[config.mk]
export PLATFORM = sky130hd
export DESIGN_NAME = led_command_frame_parser_unit
export DESIGN_NICKNAME = d
export VERILOG_FILES = /design/src/sv/lcfp_pkg.sv /design/src/sv/lcfp_cfg_regs.sv /design/src/sv/lcfp_core.sv /design/src/sv/led_command_frame_parser_unit.sv
export SDC_FILE = /design/constraint.sdc
export NUM_CORES = 1
export LEC_CHECK = 0
export BUFFER_PORTS_ARGS = -buffer_cell sky130_fd_sc_hd__buf_4
export CAP_MARGIN = 20
export CORE_MARGIN = 10
export CORE_UTILIZATION = 55
export DETAILED_ROUTE_END_ITERATION = 7
export PLACE_DENSITY = 0.81
export SLEW_MARGIN = 20
export SYNTH_ARGS = -nofsm -noshare
export SYNTH_HDL_FRONTEND = slang
export SYNTH_HIERARCHICAL = 1
export SYNTH_SLANG_ARGS = --single-unit
[constraint.sdc]
create_clock -name clk -period 6.95 [get_ports clk]
set_clock_uncertainty 0.1 [all_clocks]
set_input_delay 1.39 -clock clk [delete_from_list [all_inputs] [get_ports clk]]
set_output_delay 1.39 -clock clk [all_outputs]
set_load 0.005 [all_outputs]
[src/sv/lcfp_pkg.sv]
// lcfp_pkg: types and constants shared by the led command frame parser
// holds the configuration struct, the event codes and the result struct
// no dependencies
package lcfp_pkg;

  // configuration register indexes
  localparam logic [7:0] CFG_IDX_HEADER  = 8'd0;
  localparam logic [7:0] CFG_IDX_FOOTER  = 8'd1;
  localparam logic [7:0] CFG_IDX_CONTROL = 8'd2;
  localparam logic [7:0] CFG_IDX_VERSION = 8'd3;

  // configuration reset values
  localparam logic [7:0] HEADER_RESET  = 8'h5a;
  localparam logic [7:0] FOOTER_RESET  = 8'ha5;
  localparam logic [7:0] CONTROL_RESET = 8'h01;
  localparam logic [7:0] VERSION_RESET = 8'h00;

  // captured payload: frame bytes 3 to 7
  localparam int PAYLOAD_BYTES = 5;
  localparam int PAYLOAD_FIRST = 3;

  typedef struct packed {
    logic [7:0] header_byte;
    logic [7:0] footer_byte;
    logic [7:0] control_type;
    logic [7:0] version_type;
  } cfg_t;

  typedef enum logic [2:0] {
    EV_NONE       = 3'd0,
    EV_CONTROL    = 3'd1,
    EV_VERSION    = 3'd2,
    EV_OTHER      = 3'd3,
    EV_SUM_BAD    = 3'd4,
    EV_FOOTER_BAD = 3'd5,
    EV_OVERFLOW   = 3'd6
  } ev_t;

  typedef struct packed {
    ev_t        event_res;
    logic [7:0] lamp_mode;
    logic [7:0] red;
    logic [7:0] green;
    logic [7:0] blue;
    logic [7:0] blink_period;
  } result_t;

endpackage

[src/sv/lcfp_cfg_regs.sv]
// lcfp_cfg_regs: configuration registers of the frame parser
// written through an index/data port; depends on lcfp_pkg
module lcfp_cfg_regs import lcfp_pkg::*; (
  input  logic       clk,
  input  logic       rst,
  input  logic       wr_en,
  input  logic [7:0] wr_index,
  input  logic [7:0] wr_data,
  output cfg_t       cfg
);

  // register file, unknown indexes are ignored
  always_ff @(posedge clk) begin
    if (rst) begin
      cfg.header_byte  <= HEADER_RESET;
      cfg.footer_byte  <= FOOTER_RESET;
      cfg.control_type <= CONTROL_RESET;
      cfg.version_type <= VERSION_RESET;
    end else if (wr_en) begin
      case (wr_index)
        CFG_IDX_HEADER:  cfg.header_byte  <= wr_data;
        CFG_IDX_FOOTER:  cfg.footer_byte  <= wr_data;
        CFG_IDX_CONTROL: cfg.control_type <= wr_data;
        CFG_IDX_VERSION: cfg.version_type <= wr_data;
        default: ;
      endcase
    end
  end

endmodule

[src/sv/lcfp_core.sv]
// lcfp_core: frame state and per-byte parse logic
// takes one byte when en is high and gives its result combinationally; depends on lcfp_pkg
module lcfp_core import lcfp_pkg::*; #(
  parameter int MAX_FRAME_BYTES = 64
) (
  input  logic       clk,
  input  logic       rst,
  input  logic       en,
  input  logic [7:0] rx_byte,
  input  cfg_t       cfg,
  output result_t    result
);

  localparam int IDX_W = $clog2(MAX_FRAME_BYTES);

  typedef enum logic [1:0] {
    ST_HUNT  = 2'b01,
    ST_FRAME = 2'b10
  } state_t;

  state_t           state, state_next;
  logic [IDX_W-1:0] byte_index, byte_index_next, nidx;
  logic [7:0]       frame_length, frame_length_next;
  logic [7:0]       frame_kind, frame_kind_next;
  logic [7:0]       sum_two_back, sum_two_back_next;
  logic [7:0]       previous_byte, previous_byte_next;
  logic [7:0]       payload_bytes [PAYLOAD_BYTES];
  logic [7:0]       payload_bytes_next [PAYLOAD_BYTES];
  ev_t              ev;

  assign nidx = byte_index + 1'b1;

  // parse one byte
  always_comb begin
    state_next         = state;
    byte_index_next    = byte_index;
    frame_length_next  = frame_length;
    frame_kind_next    = frame_kind;
    sum_two_back_next  = sum_two_back;
    previous_byte_next = previous_byte;
    payload_bytes_next = payload_bytes;
    ev                 = EV_NONE;
    case (state)
      ST_HUNT: begin
        if (rx_byte == cfg.header_byte) begin
          state_next         = ST_FRAME;
          byte_index_next    = '0;
          sum_two_back_next  = '0;
          previous_byte_next = rx_byte;
        end
      end
      ST_FRAME: begin
        byte_index_next = nidx;
        // capture length, type and payload bytes
        if (nidx == IDX_W'(1)) frame_length_next = rx_byte;
        if (nidx == IDX_W'(2)) frame_kind_next = rx_byte;
        for (int k = 0; k < PAYLOAD_BYTES; k++) begin
          if (nidx == IDX_W'(k + PAYLOAD_FIRST)) payload_bytes_next[k] = rx_byte;
        end
        // footer position, overflow or keep summing
        if ((9'(nidx) + 9'd1) == {1'b0, frame_length_next}) begin
          if (rx_byte != cfg.footer_byte)                 ev = EV_FOOTER_BAD;
          else if (sum_two_back != previous_byte)         ev = EV_SUM_BAD;
          else if (frame_kind_next == cfg.control_type)   ev = EV_CONTROL;
          else if (frame_kind_next == cfg.version_type)   ev = EV_VERSION;
          else                                            ev = EV_OTHER;
          state_next      = ST_HUNT;
          byte_index_next = '0;
        end else if (nidx >= IDX_W'(MAX_FRAME_BYTES - 1)) begin
          ev              = EV_OVERFLOW;
          state_next      = ST_HUNT;
          byte_index_next = '0;
        end else begin
          sum_two_back_next  = sum_two_back + previous_byte;
          previous_byte_next = rx_byte;
        end
      end
      default: begin
        state_next      = ST_HUNT;
        byte_index_next = '0;
      end
    endcase
  end

  // result: payload only for good frames
  always_comb begin
    result           = '0;
    result.event_res = ev;
    if (ev == EV_CONTROL || ev == EV_VERSION || ev == EV_OTHER) begin
      result.lamp_mode    = payload_bytes_next[0];
      result.red          = payload_bytes_next[1];
      result.green        = payload_bytes_next[2];
      result.blue         = payload_bytes_next[3];
      result.blink_period = payload_bytes_next[4];
    end
  end

  // frame state registers
  always_ff @(posedge clk) begin
    if (rst) begin
      state         <= ST_HUNT;
      byte_index    <= '0;
      frame_length  <= '0;
      frame_kind    <= '0;
      sum_two_back  <= '0;
      previous_byte <= '0;
      for (int k = 0; k < PAYLOAD_BYTES; k++) payload_bytes[k] <= '0;
    end else if (en) begin
      state         <= state_next;
      byte_index    <= byte_index_next;
      frame_length  <= frame_length_next;
      frame_kind    <= frame_kind_next;
      sum_two_back  <= sum_two_back_next;
      previous_byte <= previous_byte_next;
      payload_bytes <= payload_bytes_next;
    end
  end

  // index stays short of the overflow point between bytes
  a_index_range: assert property (@(posedge clk) disable iff (rst)
    byte_index < IDX_W'(MAX_FRAME_BYTES - 1))
    else $error("byte index past overflow point");

  // hunting always restarts at index zero
  a_hunt_index: assert property (@(posedge clk) disable iff (rst)
    state == ST_HUNT |-> byte_index == '0)
    else $error("nonzero index while hunting");

  // any reported event ends the frame
  a_event_ends: assert property (@(posedge clk) disable iff (rst)
    en && ev != EV_NONE |=> state == ST_HUNT)
    else $error("frame still open after event");

endmodule

[src/sv/led_command_frame_parser_unit.sv]
// led_command_frame_parser_unit: top level of the led command frame parser
// input register, parse core and result register; depends on lcfp_pkg,
// lcfp_cfg_regs and lcfp_core
//
// Usage:
//   rx channel (rx_valid, rx_stall, rx_byte) takes one received byte per item.
//   res channel (res_valid, res_stall, event_res and the five payload fields)
//   gives exactly one result item for every byte: event 0 while nothing ends,
//   otherwise the frame outcome, with payload fields zero unless the frame was good.
//   cfg channel (cfg_valid, cfg_ready, cfg_index, cfg_data) writes header,
//   footer, control type and version type; cfg_ready is always high.
// Path: an accepted byte passes the input register, then the parse logic into the
//   result register. Throughput: one byte per cycle while res_stall is low;
//   the parse is a few compares and one 8-bit add.
// Reset: synchronous rst empties both registers, restores the default codes
//   and returns the parser to hunting for a header.
// Stall: while res_stall holds a result, the input register still takes one
//   more byte; rx_stall rises only when both registers are full.
module led_command_frame_parser_unit import lcfp_pkg::*; #(
  parameter int MAX_FRAME_BYTES = 64
) (
  input  logic       clk,
  input  logic       rst,
  input  logic       rx_valid,
  output logic       rx_stall,
  input  logic [7:0] rx_byte,
  output logic       res_valid,
  input  logic       res_stall,
  output logic [2:0] event_res,
  output logic [7:0] lamp_mode,
  output logic [7:0] red,
  output logic [7:0] green,
  output logic [7:0] blue,
  output logic [7:0] blink_period,
  input  logic       cfg_valid,
  output logic       cfg_ready,
  input  logic [7:0] cfg_index,
  input  logic [7:0] cfg_data
);

  cfg_t       cfg;
  result_t    result;
  result_t    res;
  logic       in_full;
  logic [7:0] in_byte;
  logic       advance;

  assign cfg_ready = 1'b1;

  // configuration registers
  lcfp_cfg_regs u_cfg (
    .clk      (clk),
    .rst      (rst),
    .wr_en    (cfg_valid && cfg_ready),
    .wr_index (cfg_index),
    .wr_data  (cfg_data),
    .cfg      (cfg)
  );

  // item moves from input register to result register
  assign advance  = in_full && (!res_valid || !res_stall);
  assign rx_stall = in_full && res_valid && res_stall;

  // input register
  always_ff @(posedge clk) begin
    if (rst) begin
      in_full <= 1'b0;
    end else if (rx_valid && !rx_stall) begin
      in_full <= 1'b1;
    end else if (advance) begin
      in_full <= 1'b0;
    end
  end

  always_ff @(posedge clk) begin
    if (rx_valid && !rx_stall) begin
      in_byte <= rx_byte;
    end
  end

  // parse core
  lcfp_core #(
    .MAX_FRAME_BYTES (MAX_FRAME_BYTES)
  ) u_core (
    .clk     (clk),
    .rst     (rst),
    .en      (advance),
    .rx_byte (in_byte),
    .cfg     (cfg),
    .result  (result)
  );

  // result register
  always_ff @(posedge clk) begin
    if (rst) begin
      res_valid <= 1'b0;
    end else if (advance) begin
      res_valid <= 1'b1;
    end else if (!res_stall) begin
      res_valid <= 1'b0;
    end
  end

  always_ff @(posedge clk) begin
    if (advance) begin
      res <= result;
    end
  end

  assign event_res    = res.event_res;
  assign lamp_mode    = res.lamp_mode;
  assign red          = res.red;
  assign green        = res.green;
  assign blue         = res.blue;
  assign blink_period = res.blink_period;

  // a held input item is not dropped
  a_in_kept: assert property (@(posedge clk) disable iff (rst)
    in_full && !advance |=> in_full)
    else $error("input item lost");

  // a parsed item always lands in the result register
  a_adv_valid: assert property (@(posedge clk) disable iff (rst)
    advance |=> res_valid)
    else $error("parsed item not presented");

  // payload only accompanies good frames
  a_payload_zero: assert property (@(posedge clk) disable iff (rst)
    res_valid && !(res.event_res == EV_CONTROL || res.event_res == EV_VERSION ||
                   res.event_res == EV_OTHER)
    |-> {lamp_mode, red, green, blue, blink_period} == '0)
    else $error("payload on non-frame event");

  // event codes stay in range
  a_event_range: assert property (@(posedge clk) disable iff (rst)
    res_valid |-> event_res <= EV_OVERFLOW)
    else $error("event code out of range");

endmodule
==> results summary <==
The highest achievable clock rate is 237 MHz. The count of final hold-check violations is 0. The launch point of the worst path is u_core/byte_index[0]$_SDFFE_PP0P_.

The average wire length per cell after detail routing came out at about 18 um. The number of antenna violations at the first check in global routing is 0. TritonCTS built the clock tree.

The setup violation total in the final timing report came out at 0. The via count normalized by instance count came out at 5.74. The weighted congestion reported at the end of routability-driven placement came out at 0.839.

By area the synthesized netlist is led by sky130_fd_sc_hd__dfxtp_1, sky130_fd_sc_hd__edfxtp_1, sky130_fd_sc_hd__mux2i_1. The maximum net fanout on the critical path came out at 15. Among all flip-flop cells after synthesis, the most frequent one is sky130_fd_sc_hd__dfxtp_1.

The first routing iteration left 596 violations. The number of post-CTS setup repair buffers is 0. The final-report max-slew violation count is 0. Once detail routing completed, the nets flagged for antenna violations numbered 0. Setup repair after global routing left no endpoint under its margin. The final critical path takes up 60.6% of the cycle. The total via count in the routed design is just over 6,000. The kind of launch point of the worst setup path is a flip-flop. The number of nets in the finished design came out at 898. The worst min-delay path category is reg2reg. The cell count of the worst reg-to-reg path is 8. The total area inside the core boundary comes to 14,600 sq um. The relative max-transition margin came out at about a quarter.

The overall power consumption came out at just over 2000 uW. The biggest area contributor in the post-synthesis netlist is sky130_fd_sc_hd__dfxtp_1. For the worst-skew pair, the clock arrives at the later sink with an insertion delay of 0.42 ns. Leaving out fill and tap cells, the most frequent cells in the layout are sky130_fd_sc_hd__nor2_1, sky130_fd_sc_hd__mux2i_1, sky130_fd_sc_hd__dfxtp_1, sky130_fd_sc_hd__buf_4, sky130_fd_sc_hd__edfxtp_1. The share of total power consumed by net switching is a little over a fifth. The fraction of synthesized cell area taken by the top area cell type came out at 27.8%.

The warning count from the yosys run came out at 6. The setup slack of the worst register-to-register path came out at 2.74 ns. The deepest level of the CTS H-tree is 4.

The cell with the largest stage delay on the worst path is sky130_fd_sc_hd__nor3_1. The part of the total power dissipated in sequential elements came out at 49.3%. The clock network is responsible for between 40% and 50% of the overall power.

The repair_antennas step left the layout with diodes totalling 0. The most numerous cell on the critical path is sky130_fd_sc_hd__nor3_1. Cells with a size suffix above 1 make up approximately 15% of the layout.

The mapped cell area came out at 8200 sq um. The floorplan has between 40 and 50 rows. The post-CTS resize count came out at 0. Yosys mapped a number of flops with a built-in enable equal to 51. After detailed routing, the number of remaining DRC violations is 0. The worst-case clock buffer depth is 2. The tool flagged a number of max-cap violations equal to 0. The final critical-path required period is 4.21 ns. The area of all placed cells without fillers is 9400 sq um. The pin count of the biggest net entering global routing came out at 86. The worst setup path is of the reg2reg kind.

In the synthesized netlist the async set-or-reset flop fraction comes to 0%. The switching component of the power came out at 444 uW. Synthesis handed over a netlist of 813 instances.

From left edge to right edge, the die measures 142 um. In this run the vertical extent of the chip is 142 um. The tree is rooted in a sky130_fd_sc_hd__clkbuf_16. The data arrival time of the critical path came out at 4.38 ns. The relative area change from synthesis to final layout is 14.7%. The internal power of the cells is 1630 uW. Dividing the synthesized area by the synthesized cell count gives slightly above 10 sq um. Summed over all failing endpoints, the final setup total negative slack is 0 ns. The critical path goes through ha_1 -> nand3_1 -> nor3_1 -> nor3_1 -> nor3_1 -> nand3_1 -> mux2i_1 -> nor2_1. The worst setup timing slack at the placement stage came out at 2.77 ns. The placement-stage cell area came out at 8790 sq um.

The number of global-route vias before repair is about 5,900. The first-pass GRT wire length came out at 30,300 um. The kind of capture point of the worst setup path is a flip-flop. The number of buffers inserted for hold repair after clock tree synthesis came out at 0.

Summed over all cells, the static leakage comes to 0.00401 uW. The initial cell density of the core is between 50% and 60%. The required time of the critical path is 7.12 ns.

The total of flip-flops plus latches after synthesis is around 170. The overall track demand over capacity in global routing is 18.3%. Sequential elements use 46.5% of the synthesized area. The HPWL after detailed placement is 12,000 um. The worst register-to-register path ends at u_core/payload_bytes[12]$_SDFFE_PP0P_. In this run the critical register-to-register path is launched from u_core/byte_index[0]$_SDFFE_PP0P_. The flow ran to the end, and the final reports show no timing, DRC or antenna violations.

The number of distinct library cell variants in the gate-level netlist after synthesis came out at 67. The remaining global-route overflow is 0. The final critical-path setup slack is 2.74 ns. The clock net in this run drives a total of 165 sinks. The floorplan step defined a die boundary enclosing 20,200 sq um. Clock-pin slew was measured on the worst setup and hold paths at 0.06 ns.

The fraction of the core area covered by cells at the end of the flow is 64.5%. The critical path ends at u_core/payload_bytes[12]$_SDFFE_PP0P_. Wires add up to 18,500 um. The largest stage delay on the critical path is about 0.90 ns.

The total iterations of the first detailed-routing run is 4. The number of fillers in the final layout came out at ~1,200. VDD sags by at most 186 uV. Dividing total power by cell area gives a power density of 220 nW/um^2.

In this run, the combinational gates consume 4.1% of the power. The number of nets in the synthesized netlist is between 800 and 900. The transition at the pin with the smallest max-transition slack came out at 1.09 ns.

The total CTS buffers came out at 17. The I/O pin count is 75. The number of buffers inserted by port buffering is 73.
sequential cells by signal, summed over array words and instances, names as in the netlist, 2 cells and up:
| signal | flops |
|---|---|
| green | 8 |
| blink_period | 8 |
| u_core/frame_kind | 8 |
| u_core/payload_bytes | 40 |
| lamp_mode | 8 |
| blue | 8 |
| u_core/state | 2 |
| red | 8 |
| u_cfg/cfg | 32 |
| u_core/previous_byte | 8 |
| u_core/frame_length | 8 |
| u_core/sum_two_back | 8 |
| event_res | 3 |
| u_core/byte_index | 6 |
| in_byte | 8 |
critical path, delay by kind of cell (launching register included):
kind | cells | cell delay (ns)
and+or+nand+nor | 6 | 2.39
DFF | 1 | 0.67
muxes | 1 | 0.36
adders and majority gates | 1 | 0.53
power by group through the flow:
stage          sequential, uW  clock [uW]  combinational (uW)
2_1_floorplan            1030           0                48.2
3_3_place_gp             1040           0                84.2
3_5_place_dp             1040           0                84.9
4_1_cts                  1020         979                85.1
5_1_grt                  1020        1020                92.0
6_report                 1020         967                84.4
per-stage QoR:
stage | hold slack [ns] | std cells
after floorplan | 0.336 | 813
after global placement | 0.341 | 1021
after detailed placement | 0.348 | 1021
after CTS | 0.356 | 1053
after global routing | 0.378 | 1053
final | 0.359 | 1053
layer usage:
layer  vias to the layer above  global-route usage (%)  part of all wire [%]
li1                       2961                       -                     -
met5                         -                       0                     0
met2                       183                    29.8                    48
met1                      2886                    23.1                    44
met4                         0                    5.65                   1.1
met3                        18                    5.17                   6.0
Yosys cell counts (2+ instances only):
cell type,instances
sky130_fd_sc_hd__nand3_2,3
sky130_fd_sc_hd__o22ai_1,2
sky130_fd_sc_hd__ha_1,12
sky130_fd_sc_hd__edfxtp_1,51
sky130_fd_sc_hd__a21oi_1,32
sky130_fd_sc_hd__dfxtp_1,114
sky130_fd_sc_hd__nor2_1,135
sky130_fd_sc_hd__nand4_1,7
sky130_fd_sc_hd__clkbuf_1,45
sky130_fd_sc_hd__nand2_1,25
sky130_fd_sc_hd__o211ai_1,3
sky130_fd_sc_hd__nor4b_4,2
sky130_fd_sc_hd__nand3_1,37
sky130_fd_sc_hd__buf_4,4
sky130_fd_sc_hd__a32o_1,2
sky130_fd_sc_hd__o21ai_0,12
sky130_fd_sc_hd__nand2b_1,35
sky130_fd_sc_hd__a21boi_0,2
sky130_fd_sc_hd__nor2b_1,6
sky130_fd_sc_hd__o21a_1,2
sky130_fd_sc_hd__and2_1,8
sky130_fd_sc_hd__xnor2_2,2
sky130_fd_sc_hd__nor3_1,9
sky130_fd_sc_hd__o41ai_1,3
sky130_fd_sc_hd__nand3b_1,2
sky130_fd_sc_hd__xnor2_1,22
sky130_fd_sc_hd__and4_1,4
sky130_fd_sc_hd__buf_2,5
sky130_fd_sc_hd__o32ai_1,2
sky130_fd_sc_hd__a21o_1,5
sky130_fd_sc_hd__a31oi_1,3
sky130_fd_sc_hd__o21ai_1,2
sky130_fd_sc_hd__nor4b_1,5
sky130_fd_sc_hd__a211o_1,2
sky130_fd_sc_hd__xnor3_1,3
sky130_fd_sc_hd__o31ai_1,6
sky130_fd_sc_hd__buf_6,2
sky130_fd_sc_hd__mux2i_1,135
sky130_fd_sc_hd__xor2_1,11
sky130_fd_sc_hd__a41o_1,2
sky130_fd_sc_hd__and3_1,8
sky130_fd_sc_hd__or3_1,6
sky130_fd_sc_hd__nor4_1,3
sky130_fd_sc_hd__nor3b_1,2
sky130_fd_sc_hd__inv_1,8
worst min path at each step:
stage / startpoint / cells after the start / endpoint
5_1_grt: u_core/payload_bytes[39]$_SDFFE_PP0P_ / 2 / u_core/payload_bytes[39]$_SDFFE_PP0P_
4_1_cts: u_core/payload_bytes[35]$_SDFFE_PP0P_ / 2 / u_core/payload_bytes[35]$_SDFFE_PP0P_
2_1_floorplan: u_core/payload_bytes[32]$_SDFFE_PP0P_ / 2 / u_core/payload_bytes[32]$_SDFFE_PP0P_
3_3_place_gp: u_core/payload_bytes[38]$_SDFFE_PP0P_ / 2 / u_core/payload_bytes[38]$_SDFFE_PP0P_
3_5_place_dp: u_core/payload_bytes[35]$_SDFFE_PP0P_ / 2 / u_core/payload_bytes[35]$_SDFFE_PP0P_
6_report: u_core/payload_bytes[38]$_SDFFE_PP0P_ / 2 / u_core/payload_bytes[38]$_SDFFE_PP0P_
cell families after synthesis:
group                      Yosys count  synth area share, %
AOI/OAI and AO/OA                   91                 7.59
xor gates and xnor gates            38                 4.75
adders and majority gates           13                 2.08
buffers and inverters               64                 3.37
DFF                                165                 46.5
muxes                              136                 16.6
other                                1               0.0458
and+or+nand+nor                    305                 19.0
area by class of cell:
type                            count  area, sq um  area share [%]
Clock inverter                     11          150            1.60
Timing Repair Buffer               80          601            6.39
Multi-Input combinational cell    584         4120            43.8
Clock buffer                       21          460            4.90
Tap cell                          184          230            2.45
Sequential cell                   165         3810            40.6
Inverter                            8         30.0           0.319
Note: power is estimated with default switching activity, not from simulation.
